**config.mk**
```make
export PLATFORM = sky130hd
export DESIGN_NAME = format_literal_converter_scan_core
export DESIGN_NICKNAME = d
export VERILOG_FILES = /design/src/rtl/flcs_pkg.sv /design/src/rtl/flcs_front.sv /design/src/rtl/flcs_queue.sv /design/src/rtl/flcs_back.sv /design/src/rtl/format_literal_converter_scan_core.sv
export SDC_FILE = /design/constraint.sdc
export NUM_CORES = 1
export LEC_CHECK = 0
export ABC_AREA = 0
export BUFFER_PORTS_ARGS = -buffer_cell sky130_fd_sc_hd__buf_2
export CAP_MARGIN = 0
export CORE_MARGIN = 5
export CORE_UTILIZATION = 55
export DETAILED_ROUTE_END_ITERATION = 10
export PLACE_DENSITY_LB_ADDON = 0.05
export SYNTH_ARGS = -nofsm -noshare
export SYNTH_HDL_FRONTEND = slang
export SYNTH_HIERARCHICAL = 1
export SYNTH_SLANG_ARGS = --single-unit
export TNS_END_PERCENT = 10
```
**constraint.sdc**
```tcl
create_clock -name clk -period 13.9 [get_ports clk]
set_input_delay 2.78 -clock clk [delete_from_list [all_inputs] [get_ports clk]]
set_output_delay 2.78 -clock clk [all_outputs]
set_load 0.05 [all_outputs]
```
**src/rtl/flcs_pkg.sv**
```systemverilog
// ----------------------------------------------------------------------------
// flcs_pkg
// Shared types, character codes and conversion tables of the format
// literal converter scanner.
// ----------------------------------------------------------------------------
`timescale 1ns / 1ps
`default_nettype none

package flcs_pkg;

  // Default depth of the queue between the front and back parts
  localparam int QUEUE_DEPTH = 2;

  // Character codes
  localparam logic [7:0] CH_NUL    = 8'h00;
  localparam logic [7:0] CH_QUOTE  = 8'h22;
  localparam logic [7:0] CH_BSLASH = 8'h5C;
  localparam logic [7:0] CH_PCT    = 8'h25;
  localparam logic [7:0] CH_LBR    = 8'h5B;
  localparam logic [7:0] CH_RBR    = 8'h5D;

  // Set by any flag, width or precision character
  localparam logic [31:0] OPT_BIT = 32'h4000_0000;

  typedef struct packed {
    logic       start_req;
    logic       scanf_table;
    logic [7:0] text_char;
    logic       end_of_text;
  } flcs_in_t;

  typedef struct packed {
    logic [31:0] converter_mask;
    logic        done_res;
  } flcs_out_t;

  // One classified character as the back part consumes it
  typedef struct packed {
    logic        start;
    logic        eot;
    logic        is_nul;
    logic        is_quote;
    logic        is_bslash;
    logic        is_pct;
    logic        is_flag;
    logic        is_digit;
    logic        is_l;
    logic        is_h;
    logic        is_zjt;
    logic        is_rbr;
    logic        is_ws;
    logic        is_set;
    logic [31:0] plain;
    logic [31:0] longv;
  } flcs_cls_t;

  // Queue status seen by front and back
  typedef struct packed {
    logic valid;
    logic full;
  } flcs_qstat_t;

  typedef struct packed {
    logic [31:0] plain;
    logic [31:0] longv;
  } flcs_bits_t;

  // Look up converter bits of a conversion character; unknown gives zero
  function automatic flcs_bits_t flcs_lookup(input logic [7:0] c, input logic scan);
    flcs_bits_t b;
    b = '0;
    case (c)
      "d": b = '{32'h0000_0001, 32'h0000_1000};
      "u": b = '{32'h0000_0002, 32'h0000_2000};
      "x": b = '{32'h0000_0004, 32'h0000_4000};
      "X": b = '{32'h0000_0008, 32'h0000_8000};
      "o": b = '{32'h0000_0010, 32'h0001_0000};
      "n": b = '{32'h0000_0020, 32'h0002_0000};
      "i": b = '{32'h0000_0040, 32'h0004_0000};
      "p": b = '{32'h0000_0080, 32'h0008_0000};
      "B": b = '{32'h0000_0100, 32'h0010_0000};
      "s": b = '{32'h0000_0200, 32'h0000_0000};
      "S": if (!scan) b = '{32'h0200_0200, 32'h0000_0000};
      "c": b = '{32'h0000_0400, 32'h0000_0000};
      "I": b = '{32'h0000_0800, 32'h0000_0000};
      "[": if (scan) b = '{32'h0020_0000, 32'h0020_0000};
      "a": b = '{32'h0040_0000, 32'h0040_0000};
      "A": b = '{32'h0080_0000, 32'h0080_0000};
      "e": b = '{32'h0100_0000, 32'h0100_0000};
      "E": b = '{32'h0200_0000, 32'h0200_0000};
      "f": b = '{32'h0400_0000, 32'h0400_0000};
      "F": b = '{32'h0800_0000, 32'h0800_0000};
      "g": b = '{32'h1000_0000, 32'h1000_0000};
      "G": b = '{32'h2000_0000, 32'h2000_0000};
      default: b = '0;
    endcase
    return b;
  endfunction

endpackage

`default_nettype wire

```
**src/rtl/flcs_front.sv**
```systemverilog
// ----------------------------------------------------------------------------
// flcs_front
// Accepts input items, samples the table select and classifies each
// character into flags and converter bits for the queue.
// ----------------------------------------------------------------------------
`timescale 1ns / 1ps
`default_nettype none

module flcs_front (
  input  wire                    clk,
  input  wire                    rst_n,
  input  wire                    in_valid,
  output logic                   in_ready,
  input  flcs_pkg::flcs_in_t     in_data,
  input  flcs_pkg::flcs_qstat_t  q_stat,
  output logic                   push,
  output flcs_pkg::flcs_cls_t    push_data
);
  import flcs_pkg::*;

  logic       table_sel_r;
  logic       table_sel_nxt;
  logic       sel;
  logic [7:0] c;
  flcs_bits_t bits;

  // Accept whenever the queue has room
  assign in_ready = !q_stat.full;
  assign push     = in_valid && in_ready;

  // Table select is sampled with a start item and used from that item on
  assign sel           = in_data.start_req ? in_data.scanf_table : table_sel_r;
  assign table_sel_nxt = (push && in_data.start_req) ? in_data.scanf_table : table_sel_r;

  always_ff @(posedge clk) begin
    if (!rst_n) begin
      table_sel_r <= 1'b0;
    end else begin
      table_sel_r <= table_sel_nxt;
    end
  end

  // Classify the character
  assign c    = in_data.text_char;
  assign bits = flcs_lookup(c, sel);

  always_comb begin
    push_data           = '0;
    push_data.start     = in_data.start_req;
    push_data.eot       = in_data.end_of_text;
    push_data.is_nul    = (c == CH_NUL);
    push_data.is_quote  = (c == CH_QUOTE);
    push_data.is_bslash = (c == CH_BSLASH);
    push_data.is_pct    = (c == CH_PCT);
    push_data.is_flag   = (c == "-") || (c == "+") || (c == " ") || (c == "#") || (c == "0");
    push_data.is_digit  = ((c >= "0") && (c <= "9")) || (c == ".") || (c == "*");
    push_data.is_l      = (c == "l");
    push_data.is_h      = (c == "h");
    push_data.is_zjt    = (c == "z") || (c == "j") || (c == "t");
    push_data.is_rbr    = (c == CH_RBR);
    push_data.is_ws     = (c == " ") || (c == 8'h09) || (c == 8'h0A) || (c == 8'h0B) ||
                          (c == 8'h0C) || (c == 8'h0D);
    push_data.is_set    = sel && (c == CH_LBR);
    push_data.plain     = bits.plain;
    push_data.longv     = bits.longv;
  end

endmodule

`default_nettype wire

```
**src/rtl/flcs_queue.sv**
```systemverilog
// ----------------------------------------------------------------------------
// flcs_queue
// Short queue of classified items between the front and back parts.
// ----------------------------------------------------------------------------
`timescale 1ns / 1ps
`default_nettype none

module flcs_queue #(
  parameter int DEPTH = flcs_pkg::QUEUE_DEPTH
) (
  input  wire                    clk,
  input  wire                    rst_n,
  input  wire                    push,
  input  flcs_pkg::flcs_cls_t    push_data,
  input  wire                    pop,
  output flcs_pkg::flcs_cls_t    pop_data,
  output flcs_pkg::flcs_qstat_t  q_stat
);
  import flcs_pkg::*;

  localparam int PW = (DEPTH > 1) ? $clog2(DEPTH) : 1;
  localparam int CW = $clog2(DEPTH + 1);

  flcs_cls_t       slot_r [DEPTH];
  logic [PW-1:0]   wr_ptr_r, wr_ptr_nxt;
  logic [PW-1:0]   rd_ptr_r, rd_ptr_nxt;
  logic [CW-1:0]   cnt_r, cnt_nxt;

  assign q_stat.valid = (cnt_r != '0);
  assign q_stat.full  = (cnt_r == CW'(DEPTH));
  assign pop_data     = slot_r[rd_ptr_r];

  // Advance pointers with wrap at the depth
  always_comb begin
    wr_ptr_nxt = wr_ptr_r;
    rd_ptr_nxt = rd_ptr_r;
    cnt_nxt    = cnt_r;
    if (push) begin
      wr_ptr_nxt = (wr_ptr_r == PW'(DEPTH - 1)) ? '0 : wr_ptr_r + 1'b1;
    end
    if (pop) begin
      rd_ptr_nxt = (rd_ptr_r == PW'(DEPTH - 1)) ? '0 : rd_ptr_r + 1'b1;
    end
    if (push && !pop) begin
      cnt_nxt = cnt_r + 1'b1;
    end else if (pop && !push) begin
      cnt_nxt = cnt_r - 1'b1;
    end
  end

  always_ff @(posedge clk) begin
    if (!rst_n) begin
      wr_ptr_r <= '0;
      rd_ptr_r <= '0;
      cnt_r    <= '0;
    end else begin
      wr_ptr_r <= wr_ptr_nxt;
      rd_ptr_r <= rd_ptr_nxt;
      cnt_r    <= cnt_nxt;
    end
  end

  // Hold payload in the slots
  always_ff @(posedge clk) begin
    if (push) begin
      slot_r[wr_ptr_r] <= push_data;
    end
  end

endmodule

`default_nettype wire

```
**src/rtl/flcs_back.sv**
```systemverilog
// ----------------------------------------------------------------------------
// flcs_back
// Scan state machine: consumes one classified item per cycle when the result
// register is free, updates the converter mask and loads the result register.
// ----------------------------------------------------------------------------
`timescale 1ns / 1ps
`default_nettype none

module flcs_back (
  input  wire                    clk,
  input  wire                    rst_n,
  input  flcs_pkg::flcs_qstat_t  q_stat,
  input  flcs_pkg::flcs_cls_t    item,
  output logic                   pop,
  output logic                   out_valid,
  input  wire                    out_ready,
  output flcs_pkg::flcs_out_t    out_data
);
  import flcs_pkg::*;

  localparam logic [3:0] PH_IDLE  = 4'd0;
  localparam logic [3:0] PH_OPEN  = 4'd1;
  localparam logic [3:0] PH_LIT   = 4'd2;
  localparam logic [3:0] PH_ESC   = 4'd3;
  localparam logic [3:0] PH_PCT   = 4'd4;
  localparam logic [3:0] PH_FLAG  = 4'd5;
  localparam logic [3:0] PH_WIDTH = 4'd6;
  localparam logic [3:0] PH_LEN_L = 4'd7;
  localparam logic [3:0] PH_LEN_H = 4'd8;
  localparam logic [3:0] PH_CONV  = 4'd9;
  localparam logic [3:0] PH_SET   = 4'd10;
  localparam logic [3:0] PH_AFTER = 4'd11;

  logic [3:0]  phase_r, phase_nxt;
  logic [31:0] mask_r, mask_nxt;
  logic        long_r, long_nxt;
  logic        out_valid_r;
  flcs_out_t   out_data_r;

  logic [3:0]  ph;
  logic        in_flag_ph, in_spec_ph;

  // Take an item when the result register is free or being drained
  assign pop       = q_stat.valid && (!out_valid_r || out_ready);
  assign out_valid = out_valid_r;
  assign out_data  = out_data_r;

  assign in_flag_ph = (ph == PH_PCT) || (ph == PH_FLAG);
  assign in_spec_ph = in_flag_ph || (ph == PH_WIDTH);

  // Next scan state for the item at the queue head
  always_comb begin
    ph        = item.start ? PH_OPEN : phase_r;
    mask_nxt  = item.start ? '0 : mask_r;
    long_nxt  = item.start ? 1'b0 : long_r;
    phase_nxt = ph;
    if (ph != PH_IDLE) begin
      if (item.is_nul) begin
        phase_nxt = PH_IDLE;
      end else begin
        unique case (ph)
          PH_OPEN: begin
            phase_nxt = item.is_quote ? PH_LIT : PH_IDLE;
          end
          PH_AFTER: begin
            if (item.is_quote) begin
              phase_nxt = PH_LIT;
            end else if (!item.is_ws) begin
              phase_nxt = PH_IDLE;
            end
          end
          PH_LIT: begin
            if (item.is_quote) begin
              phase_nxt = PH_AFTER;
            end else if (item.is_bslash) begin
              phase_nxt = PH_ESC;
            end else if (item.is_pct) begin
              long_nxt  = 1'b0;
              phase_nxt = PH_PCT;
            end
          end
          PH_ESC: begin
            phase_nxt = PH_LIT;
          end
          PH_SET: begin
            if (item.is_rbr) begin
              phase_nxt = PH_LIT;
            end
          end
          PH_PCT, PH_FLAG, PH_WIDTH, PH_LEN_L, PH_LEN_H, PH_CONV: begin
            if ((ph == PH_PCT) && item.is_pct) begin
              phase_nxt = PH_LIT;
            end else if (in_flag_ph && item.is_flag) begin
              mask_nxt  = mask_nxt | OPT_BIT;
              phase_nxt = PH_FLAG;
            end else if (in_spec_ph && item.is_digit) begin
              mask_nxt  = mask_nxt | OPT_BIT;
              phase_nxt = PH_WIDTH;
            end else if (in_spec_ph && item.is_l) begin
              long_nxt  = 1'b1;
              phase_nxt = PH_LEN_L;
            end else if (in_spec_ph && item.is_h) begin
              phase_nxt = PH_LEN_H;
            end else if (in_spec_ph && item.is_zjt) begin
              phase_nxt = PH_CONV;
            end else if ((ph == PH_LEN_L) && item.is_l) begin
              phase_nxt = PH_CONV;
            end else if ((ph == PH_LEN_H) && item.is_h) begin
              phase_nxt = PH_CONV;
            end else if (item.is_quote) begin
              // quote in place of a conversion closes the literal
              phase_nxt = PH_AFTER;
            end else begin
              mask_nxt  = mask_nxt | (long_nxt ? item.longv : item.plain);
              phase_nxt = item.is_set ? PH_SET : PH_LIT;
            end
          end
          default: begin
            phase_nxt = PH_IDLE;
          end
        endcase
      end
      if (item.eot) begin
        phase_nxt = PH_IDLE;
      end
    end
  end

  // Advance scan state and result register on each taken item
  always_ff @(posedge clk) begin
    if (!rst_n) begin
      phase_r     <= PH_IDLE;
      mask_r      <= '0;
      long_r      <= 1'b0;
      out_valid_r <= 1'b0;
    end else begin
      if (pop) begin
        phase_r     <= phase_nxt;
        mask_r      <= mask_nxt;
        long_r      <= long_nxt;
        out_valid_r <= 1'b1;
      end else if (out_ready) begin
        out_valid_r <= 1'b0;
      end
    end
  end

  always_ff @(posedge clk) begin
    if (pop) begin
      out_data_r.converter_mask <= mask_nxt;
      out_data_r.done_res       <= (phase_nxt == PH_IDLE);
    end
  end

endmodule

`default_nettype wire

```
**src/rtl/format_literal_converter_scan_core.sv**
```systemverilog
// ----------------------------------------------------------------------------
// format_literal_converter_scan_core
// Scans printf/scanf format literals one character per item and reports
// the running converter mask and a done flag for every character.
//
//   Channel  Ports                          Payload
//   input    in_valid / in_ready / in_data  flcs_in_t: start, table, char, eot
//   result   out_valid/ out_ready/ out_data flcs_out_t: mask, done
//
// One item per cycle sustained while results are taken; an item is written
// into a queue slot when it is accepted, and its result register loads when
// the back part takes it from the queue.
// The scan state machine in the back part updates once per item.
// Reset (rst_n low, synchronous) empties the queue, clears the mask and
// leaves the scan idle; no clearing pass is needed.
// A stalled result holds in its register while the queue of QUEUE_DEPTH
// items keeps taking input; in_ready drops only when the queue is full.
// ----------------------------------------------------------------------------
`timescale 1ns / 1ps
`default_nettype none

module format_literal_converter_scan_core #(
  parameter int QUEUE_DEPTH = flcs_pkg::QUEUE_DEPTH
) (
  input  wire                  clk,
  input  wire                  rst_n,
  input  wire                  in_valid,
  output logic                 in_ready,
  input  flcs_pkg::flcs_in_t   in_data,
  output logic                 out_valid,
  input  wire                  out_ready,
  output flcs_pkg::flcs_out_t  out_data
);
  import flcs_pkg::*;

  flcs_qstat_t q_stat;
  flcs_cls_t   push_data;
  flcs_cls_t   pop_data;
  logic        push;
  logic        pop;

  flcs_front u_front (
    .clk       (clk),
    .rst_n     (rst_n),
    .in_valid  (in_valid),
    .in_ready  (in_ready),
    .in_data   (in_data),
    .q_stat    (q_stat),
    .push      (push),
    .push_data (push_data)
  );

  flcs_queue #(
    .DEPTH (QUEUE_DEPTH)
  ) u_queue (
    .clk       (clk),
    .rst_n     (rst_n),
    .push      (push),
    .push_data (push_data),
    .pop       (pop),
    .pop_data  (pop_data),
    .q_stat    (q_stat)
  );

  flcs_back u_back (
    .clk       (clk),
    .rst_n     (rst_n),
    .q_stat    (q_stat),
    .item      (pop_data),
    .pop       (pop),
    .out_valid (out_valid),
    .out_ready (out_ready),
    .out_data  (out_data)
  );

endmodule

`default_nettype wire

```
==> results of run 1 <==
## kinds of logic after synthesis
| kind of cell | count (synthesis) | synth area share [%] |
|---|---|---|
| compound gates | 117 | 8.86 |
| xor+xnor | 4 | 0.340 |
| fa+ha+maj | 1 | 0.121 |
| buf+inv | 95 | 5.81 |
| flops | 233 | 63.5 |
| mux | 114 | 12.7 |
| other cells | 1 | 0.0363 |
| simple gates | 163 | 8.54 |
## sequential cells by signal, summed over array words and instances, names as in the netlist, 2 cells and up, named ones only
register and cells:
u_queue/cnt_r 2, u_back/mask_r 32, u_back/phase_r 4, u_queue/slot_r 156, u_back/out_data 33
## metal layers
| layer | up-vias | GRT usage [%] | part of all wire, % |
|---|---|---|---|
| met4 | 4 | 4.10 | 1.9 |
| met2 | 107 | 31.0 | 49 |
| met3 | 32 | 3.52 | 4.4 |
| li1 | 2712 | - | - |
| met1 | 2831 | 25.5 | 45 |
| met5 | - | 0 | 0.095 |
## critical path, stage by stage
cell and delay (ps):
buf_2 70, nand2b_1 100, nand2_1 170, inv_2 780
inv_1 110, ha_1 350, or3_1 360, a21boi_1 140
## cell usage after synthesis (2+ instances only)
library cell / count
a21oi_1: 12
or2_2: 4
o21ai_2: 30
dfxtp_1: 44
nor4_1: 7
mux2i_1: 35
o31ai_1: 2
nor3_1: 13
clkbuf_1: 13
inv_1: 8
o21ai_0: 6
nor2_1: 26
a21boi_1: 4
buf_4: 44
a21boi_0: 3
or3_1: 2
and2_1: 4
mux2_2: 59
nand3b_1: 4
buf_6: 7
xor2_1: 3
edfxtp_1: 189
nand2b_1: 9
o21a_1: 2
buf_2: 20
a32o_1: 2
nor4b_1: 2
o22ai_1: 5
mux2_4: 20
a21o_1: 2
o2bb2ai_1: 32
nand2_1: 50
nor2b_1: 10
nand4_1: 4
o21ai_1: 3
and3_1: 3
nor3b_1: 5
o211ai_1: 2
a31oi_1: 3
nand3_1: 5
## through the flow
stage	hold WS [ps]	std cells	power [mW]	worst slack, ps
CTS	456	998	2.14	9450
global route	473	999	2.21	9290
detailed placement	442	955	1.52	8920
finish	453	1000	2.12	9450
floorplan	426	752	1.39	6870
global placement	437	955	1.51	9020
## worst max-delay path by stage
stage	from	end	cells past startpoint
2_1_floorplan	in_valid	u_queue/slot_r[0][0]$_DFFE_PP_	2
3_3_place_gp	out_ready	u_queue/cnt_r[1]$_SDFFE_PN0P_	8
3_5_place_dp	out_ready	u_queue/cnt_r[1]$_SDFFE_PN0P_	8
4_1_cts	out_ready	u_queue/cnt_r[1]$_SDFFE_PN0P_	8
5_1_grt	out_ready	u_queue/cnt_r[1]$_SDFFE_PN0P_	8
6_report	out_ready	u_queue/cnt_r[1]$_SDFFE_PN0P_	8
## power groups by stage
| stage | logic, mW | clock network [mW] | registers [mW] |
|---|---|---|---|
| floorplan | 0.319 | 0 | 1.07 |
| global placement | 0.566 | 0 | 0.941 |
| detailed placement | 0.570 | 0 | 0.946 |
| CTS | 0.571 | 0.641 | 0.932 |
| global route | 0.603 | 0.669 | 0.942 |
| finish | 0.565 | 0.621 | 0.930 |
## cell usage in the layout (no fill, tap or decap), types with 3 or more instances in the layout
cell	instances
edfxtp_1	189
mux2_2	59
nand2_1	50
buf_2	49
dfxtp_1	43
mux2i_1	35
o2bb2ai_1	32
o21ai_2	30
nor2_1	26
conb_1	25
clkbuf_16	24
mux2_4	20
nor3_1	13
a21oi_1	12
nand2b_1	9
nor2b_1	8
clkbuf_1	7
clkbuf_8	7
inv_1	7
nor4_1	7
o21ai_0	6
nor3b_1	5
o22ai_1	5
nand3_1	5
buf_4	5
nand3b_1	4
nand4_1	4
or2_2	4
and3_1	3
a21boi_0	3
o21ai_1	3
xor2_1	3
a31oi_1	3
a21boi_1	3
and2_1	3
## layout make-up
cell class | instances | area [sq um] | area share [%]
tap | 234 | 293 | 2.60
inverter | 10 | 37.5 | 0.334
clock inverter | 5 | 67.6 | 0.601
timing repair buffer | 54 | 283 | 2.52
clock buffer | 38 | 723 | 6.43
antenna | 2 | 5.00 | 0.0445
sequential | 233 | 6560 | 58.4
multi-input combinational | 424 | 3270 | 29.1
==> reports/metrics.yaml, run 1 <==
die_height_um: 147
antenna_found_initial: 3
p_per_area_mw_per_mm2: 188
finalWirelength_um: 20000
syn2layout_area_growth_pct: 8.96
htree_levels: 1
fmax_mhz: 225
dr.pass1.iters: 5
vias: 5686
stdcell_area_sq_mm: 0.0112
share_seq_of_total_power_pct: 43.9
setup.worst_path.start_class: "input port"
status: "finished clean"
synth_seq_cells: 233
grt_pass1_vias: 5836
first_iter_violations: 340
grt_pass1_wl_um: 31800
cts_tree: "yes"
fillers: 1431
whs_path_depth: 2
rsz0062_at_grt: "no"
io_buffers: 49
min_period_over_period_pct: 32.0
ctsResizeCount: 0
yosys.cell_types.count: 70
grt_max_degree: 80
track_usage_pct: 18.5
yosysWarningCount: 6
clockPowerShare_pct: 29.4
synth.avg_cell_area_sq_um: 14.2
synth_ff_type: "edfxtp_1"
yosysSeqAreaShare_pct: 63.5
gp_congestion: 0.804
p_switching_uw: 675
dpl-instance-area_sq_mm: 0.0104
netlist_area_sq_mm: 0.0103
cp-end-kind: "register"
drv_slew: 0
path_max_fanout: 42
r2r-end: "u_back/mask_r[26]$_SDFFE_PN0P_"
grt_overflow: 0
finalSetupTns_ps: 0
clk_pin_slew_ps: 60
initial_core_util_pct: 55.5
critPathArrivalTime_ps: 4880
wl_per_cell_um: 20.0
die_w_um: 147
combPwrFrac_pct: 26.7
clock_skew_ps: 18.0
clk_path_buf_depth: 3
core_area_sq_mm: 0.0186
r2r_setup_slack_ps: 10050
synth_top_area_share_pct: 55.0
p_leak_nw: 3.89
hold_path_class: "reg -> reg"
cts-root-buf: "clkbuf_16"
rr_worst_depth: 8
viasPerCell: 5.69
critical_path_class: "in -> reg"
final_core_util_pct: 60.5
max-slew-margin-rel_pct: 24.5
rows: 50
period_minus_slack_ps: 4450
clock_latency_ps: 510
synth_edf_count: 189
setup_violations: 0
final_nets: 763
die_area_sq_mm: 0.0216
switching_share_pct: 31.9
drc: 0
hold_buffers: 0
synth_area_leaders: "edfxtp_1 55%, dfxtp_1 8.5%, mux2_2 6.4%"
synthCells: 728
min_to: "u_back/mask_r[13]$_SDFFE_PN0P_"
io_pins: 50
cts_made_buffers: 24
tightest_slew_ps: 1130
cp.required_ps: 14330
cts_sinks: 233
drtAntennaViolNets: 0
p_int_mw: 1.44
synth_top_cell_by_area: "edfxtp_1"
drv_cap: 0
hpwl_um: 12300
hold_start: "u_back/mask_r[13]$_SDFFE_PN0P_"
post-cts-setup-buffer-count: 0
synthArstFlopShare_pct: 0
hold_viol_final: 0
vdd_drop_max_uv: 185
drive_gt1_share_pct: 28.5
Note: power is estimated with default switching activity, not from simulation.
==> run 2, diff against run 1 <==
==> constraint.sdc (replaced) <==
create_clock -name clk -period 4.3 [get_ports clk]
set_input_delay 0.86 -clock clk [delete_from_list [all_inputs] [get_ports clk]]
set_output_delay 0.86 -clock clk [all_outputs]
set_load 0.05 [all_outputs]
==> reports/metrics.yaml, run 2 (synthesis gave the netlist of run 1 again) <==
cts_sinks: 233  # unchanged
drc: 0  # unchanged
critical_path_class: "reg -> reg"
finalSetupTns_ps: 0  # unchanged
hpwl_um: 13100  # +6.4%
max_stage_delay_ps: 650  # -130 ps
vdd_drop_max_uv: 340  # +84%
grt_pass1_vias: 5754  # -1.4%
status: "finished clean"
htree_levels: 1  # unchanged
clock_skew_ps: 12.6  # -5.40 ps
min_to: "u_back/mask_r[25]$_SDFFE_PN0P_"
grt_overflow: 0  # unchanged
core_area_sq_mm: 0.0186  # unchanged
path_max_fanout: 32  # -24%
hold_start: "u_back/mask_r[25]$_SDFFE_PN0P_"
p_leak_nw: 3.91  # +0.45%
final_cell_mix: "189 x edfxtp_1, 59 x mux2_2, 50 x nand2_1, 49 x buf_2, 43 x dfxtp_1"
grt_pass1_wl_um: 32100  # +1.2%
critPathArrivalTime_ps: 3780  # -1100 ps
cts_tree: "yes"
clock_latency_ps: 530  # +20 ps
rows: 50  # unchanged
hold_path_class: "reg -> reg"
fmax_mhz: 300
tightest_slew_ps: 809  # -323 ps
post-cts-setup-buffer-count: 0  # unchanged
drv_slew: 0  # unchanged
setup.worst_path.start_class: "register"
initial_core_util_pct: 55.5  # unchanged
setup_violations: 0  # unchanged
die_w_um: 147  # unchanged
r2r_setup_slack_ps: 970  # -9080 ps
clk_path_buf_depth: 3  # unchanged
antenna_found_initial: 2  # -1
p_total_mw: 6.86  # +220%
die_area_sq_mm: 0.0216  # unchanged
track_usage_pct: 18.8  # +0.30 points
cp_top_family: "simple AND/OR/NAND/NOR gates"
die_height_um: 147  # unchanged
final_common_cell: "edfxtp_1"
ctsResizeCount: 0  # unchanged
fin_hold_ws_ps: 447  # -6.06 ps
viasPerCell: 5.61  # -1.3%
finalWirelength_um: 20500  # +2.5%
hold_viol_final: 0  # unchanged
wl_per_cell_um: 20.3  # +1.7%
dpl-instance-area_sq_mm: 0.0105  # +0.55%
cp.buffers_inverters: 0  # -3
stdcell_area_sq_mm: 0.0113  # +0.29%
cts_made_buffers: 25  # +4.2%
rsz0062_at_grt: "no"
min_period_over_period_pct: 77.4
grt_max_degree: 54  # -33%
dr.pass1.iters: 4  # -1
dp.cells: 961  # +0.63%
critical_path.cell_chain: "mux2_2, or3b_4, o22ai_2, and2_4, nand3b_4, or2_4, o21ai_2"
final_nets: 770  # +0.92%
cts-root-buf: "clkbuf_16"
final_cells: 1008  # +0.80%
final_core_util_pct: 60.7  # +0.18 points
io_buffers: 49  # unchanged
p_per_area_mw_per_mm2: 609  # +220%
cp-end-kind: "register"
drive_gt1_share_pct: 28.6  # +0.056 points
max-slew-margin-rel_pct: 46.1  # +22 points
cp.required_ps: 4760  # -9570 ps
pre_cts_ws_ps: 971  # -7950 ps
drtAntennaViolNets: 0  # unchanged
regMostFlops: "u_queue/slot_r"
syn2layout_area_growth_pct: 9.28
critPathSlowestCell: "dfxtp_4"
gp_congestion: 0.826  # +2.8%
largest_register_ffs: 156  # unchanged
fillers: 1443  # +0.84%
clk_pin_slew_ps: 60  # about the same
io_pins: 50  # unchanged
rr_worst_depth: 7  # -1
first_iter_violations: 358  # +5.3%
period_minus_slack_ps: 3330
hold_buffers: 0  # unchanged
r2r-end: "u_back/mask_r[2]$_SDFFE_PN0P_"
layout_setup_ws_ps: 971  # -8480 ps
drv_cap: 0  # unchanged
whs_path_depth: 2  # unchanged
vias: 5659  # -0.47%
run 2: cell types whose count changed in the layout (fill, tap and decap cells not counted), moves of 2 or more:
| cell | previous run | this run |
|---|---|---|
| clkbuf_8 | 7 | 1 |
| clkinv_2 | 1 | 3 |
| clkbuf_1 | 7 | 13 |
| buf_4 | 5 | 10 |
run 2: area by class of cell:
cell class / count / area (sq um) / area share (%)
multi-input cells: 424 / 3270 / 29.0
clock buffers: 39 / 688 / 6.10
repair buffers: 60 / 340 / 3.02
flip-flops and latches: 233 / 6560 / 58.2
inverters: 10 / 37.5 / 0.333
well taps: 234 / 293 / 2.60
clock inverters: 7 / 80.1 / 0.710
diodes: 1 / 2.50 / 0.0222
run 2: worst max-delay path by stage:
| stage | cells past startpoint | from | slack [ps] | to |
|---|---|---|---|---|
| after floorplan | 2 | in_valid | 690 | u_queue/slot_r[0][0]$_DFFE_PP_ |
| after global placement | 7 | register | 1040 | u_back/mask_r[25]$_SDFFE_PN0P_ |
| after detailed placement | 7 | register | 970 | u_back/mask_r[2]$_SDFFE_PN0P_ |
| after CTS | 7 | register | 960 | u_back/mask_r[2]$_SDFFE_PN0P_ |
| after global routing | 7 | register | 830 | u_back/mask_r[25]$_SDFFE_PN0P_ |
| final | 7 | register | 970 | u_back/mask_r[2]$_SDFFE_PN0P_ |
run 2: report_power, final:
group | internal [mW] | switching [mW]
logic | 0.601 | 1.27
registers | 2.86 | 0.129
clock network | 1.17 | 0.835
total | 4.62 | 2.24
run 2: per-layer routing:
| metal | track usage [%] | vias up | routed length [um] |
|---|---|---|---|
| li1 | - | 2727 | - |
| met1 | 25.6 | 2768 | 9020 |
| met2 | 31.4 | 126 | 10000 |
| met3 | 3.73 | 36 | 971 |
| met4 | 4.80 | 2 | 457 |
| met5 | 0 | - | 7 |
run 2: worst register-to-register path, cell delays in order, from the launching register on:
cell and delay (ps):
dfxtp_4 650, mux2_2 530, or3b_4 450, o22ai_2 210, and2_4 220, nand3b_4 360, or2_4 590, o21ai_2 240
==> run 3, diff against run 2 <==
--- a/config.mk
+++ b/config.mk
@@ -5,7 +5,7 @@
 export SDC_FILE = /design/constraint.sdc
 export NUM_CORES = 1
 export LEC_CHECK = 0
-export ABC_AREA = 0
+export ABC_AREA = 1
 export BUFFER_PORTS_ARGS = -buffer_cell sky130_fd_sc_hd__buf_2
 export CAP_MARGIN = 0
 export CORE_MARGIN = 5
==> constraint.sdc (replaced) <==
create_clock -name clk -period 3.05 [get_ports clk]
set_input_delay 0.61 -clock clk [delete_from_list [all_inputs] [get_ports clk]]
set_output_delay 0.61 -clock clk [all_outputs]
set_load 0.05 [all_outputs]
==> reports/metrics.yaml, run 3 <==
grt_max_degree: 79  # +46%
tightest_slew_ps: 717  # -92.0 ps
syn2layout_area_growth_pct: 10.0
final_nets: 894  # +16%
hpwl_um: 12600  # -3.7%
rows: 50  # unchanged
cts_made_buffers: 25  # unchanged
netlist_top_cells_count: "189 x edfxtp_1, 107 x inv_1, 80 x nand2_1"
critPathArrivalTime_ps: 2950  # -830 ps
critical_path.cell_chain: "buf_4, buf_4, mux2_2, mux2i_1, o22ai_2, o21ai_1, inv_1"
drv_cap: 0  # unchanged
yosysWarningCount: 6  # unchanged
cts-root-buf: "clkbuf_16"
viasPerCell: 5.28  # -5.9%
die_area_sq_mm: 0.0220  # +1.7%
drive_gt1_share_pct: 26.0  # -2.6 points
vdd_drop_max_uv: 523  # +54%
hold_path_class: "in -> reg"
dr.pass1.iters: 5  # +1
final_cells: 1130  # +12%
antenna_found_initial: 0  # -2
synth_ff_type: "edfxtp_1"
wl_met1_um: 8620  # -4.4%
max-slew-margin-rel_pct: 52.2  # +6.1 points
p_per_area_mw_per_mm2: 1020  # +67%
grt_pass1_wl_um: 31400  # -2.4%
track_usage_pct: 17.9  # -0.97 points
drv_slew: 0  # unchanged
combPwrFrac_pct: 36.5  # +9.2 points
grt_overflow: 0  # unchanged
post-cts-setup-buffer-count: 0  # unchanged
cts_sinks: 233  # unchanged
synth_seq_cells: 233  # unchanged
die_height_um: 148  # +0.86%
synth_top_cell_by_area: "edfxtp_1"
clock_latency_ps: 510  # -20 ps
io_buffers: 49  # unchanged
critical_path_class: "reg -> reg"
share_seq_of_total_power_pct: 39.3  # -4.2 points
die_w_um: 148  # +0.86%
status: "finished clean"
htree_levels: 1  # unchanged
grt_pass1_vias: 5959  # +3.6%
gp_congestion: 0.873  # +5.7%
largest_register_ffs: 156  # unchanged
final_core_util_pct: 61.6  # +0.91 points
p_int_mw: 7.49  # +62%
max_stage_delay_ps: 660  # about the same
r2r-end: "u_back/mask_r[27]$_SDFFE_PN0P_"
clk_path_buf_depth: 3  # unchanged
p_switching_mw: 4.25  # +90%
switching_share_pct: 36.2  # +3.6 points
setup_violations: 0  # unchanged
critPathSlowestCell: "buf_4"
synth.avg_cell_area_sq_um: 12.5  # -12%
finalWirelength_um: 19300  # -5.8%
hold_viol_final: 0  # unchanged
path_max_fanout: 49  # +53%
final_common_cell: "edfxtp_1"
initial_core_util_pct: 56.0  # +0.46 points
crit_path_end: "u_back/mask_r[27]$_SDFFE_PN0P_"
met3_length_um: 762  # -22%
synth_area_leaders: "edfxtp_1 54%, dfxtp_1 8.4%, mux2_2 6.2%"
min_period_over_period_pct: 83.9  # +6.5 points
wl_met2_um: 9500  # -5.1%
synthArstFlopShare_pct: 0  # unchanged
cp.depth: 7  # unchanged
wl_per_cell_um: 17.1  # -16%
cp.buffers_inverters: 3  # +3
finalSetupTns_ps: 0  # unchanged
first_iter_violations: 402  # +12%
yosys.cell_types.count: 39  # -44%
synth_edf_count: 189  # unchanged
period_minus_slack_ps: 2560  # -769 ps
whs_path_depth: 1  # -1
core_area_sq_mm: 0.0188  # +1.0%
yosysSeqAreaShare_pct: 62.4  # -1.2 points
fin_hold_ws_ps: 301  # -146 ps
netlist_area_sq_mm: 0.0105  # +1.9%
dp.cells: 1085  # +13%
rsz0062_at_grt: "no"
drc: 0  # unchanged
setup.worst_path.start_class: "register"
cp.required_ps: 3440  # -1320 ps
clockPowerShare_pct: 24.2  # -5.0 points
cts_tree: "yes"
synth_top_area_share_pct: 54.0  # -1.0 points
antenna_cells: 0  # -1
stdcell_area_sq_mm: 0.0116  # +2.5%
yosysMostFrequentCell: "edfxtp_1"
hold_buffers: 0  # unchanged
r2r_setup_slack_ps: 490  # -480 ps
p_total_mw: 11.7  # +71%
regMostFlops: "u_queue/slot_r"
cp_top_family: "buffers and inverters"
dpl-instance-area_sq_mm: 0.0108  # +2.6%
vias: 5972  # +5.5%
synthCells: 841  # +16%
p_leak_nw: 4.77  # +22%
cp-end-kind: "register"
clock_skew_ps: 13.2  # +0.631 ps
final_cell_mix: "189 x edfxtp_1, 105 x inv_1, 78 x nand2_1, 58 x mux2_2, 54 x nor2_1"
clk_pin_slew_ps: 60  # about the same
pre_cts_ws_ps: 481  # -490 ps
crit_path_frequent_cell: "buf_4"
fmax_mhz: 391  # +30%
io_pins: 50  # unchanged
rr_worst_depth: 7  # unchanged
layout_setup_ws_ps: 490  # -481 ps
highest_layer: "met4"
drtAntennaViolNets: 0  # unchanged
ctsResizeCount: 0  # unchanged
[run 3: changes by cell type in the layout (fill, tap and decap cells not counted), moves of 27 or more]
cell | before | now
o21ai_1 | 3 | 30
a21oi_1 | 12 | 42
o22ai_2 | 1 | 30
o2bb2ai_1 | 32 | 0
o21ai_2 | 30 | 0
nand2_1 | 50 | 78
nor2_1 | 26 | 54
inv_1 | 7 | 105
[run 3: kinds of logic after synthesis]
family	after synthesis	synth area share [%]
flops	233	62.4
mux	110	12.1
simple gates	178	7.67
buf+inv	188	9.05
fa+ha+maj	1	0.119
compound gates	130	8.62
other cells	1	0.0357
[run 3: how the worst min path moves through the flow]
stage                                  endpoint  slack [ps]                             start
2_1_floorplan  u_front/table_sel_r$_SDFFE_PN0P_         430  u_front/table_sel_r$_SDFFE_PN0P_
3_3_place_gp   u_front/table_sel_r$_SDFFE_PN0P_         440  u_front/table_sel_r$_SDFFE_PN0P_
3_5_place_dp   u_front/table_sel_r$_SDFFE_PN0P_         460  u_front/table_sel_r$_SDFFE_PN0P_
4_1_cts         u_queue/slot_r[1][76]$_DFFE_PP_         270                        in_data[0]
5_1_grt         u_queue/slot_r[0][76]$_DFFE_PP_         280                        in_data[0]
6_report        u_queue/slot_r[1][76]$_DFFE_PP_         300                        in_data[0]
[run 3: area by class of cell]
type                    count  area [sq um]
fillers                  1479          7210
clock inverters            12           103
repair buffers             61           398
inverters                 113           427
multi-input cells         444          3100
well taps                 234           293
clock buffers              33           676
flip-flops and latches    233          6560
[run 3: metal layers]
| metal | GRT usage [%] | vias to the layer above |
|---|---|---|
| met2 | 30.6 | 125 |
| met5 | 0 | - |
| li1 | - | 2933 |
| met1 | 24.4 | 2883 |
| met4 | 4.11 | 0 |
| met3 | 2.71 | 31 |
[run 3: power groups by stage]
stage | clock network [mW] | registers [mW] | logic [mW]
after global placement | 0 | 4.66 | 4.23
after floorplan | 0 | 5.49 | 2.61
after detailed placement | 0 | 4.68 | 4.32
after CTS | 2.90 | 4.62 | 4.33
final | 2.85 | 4.61 | 4.28
after global routing | 3.07 | 4.68 | 4.65
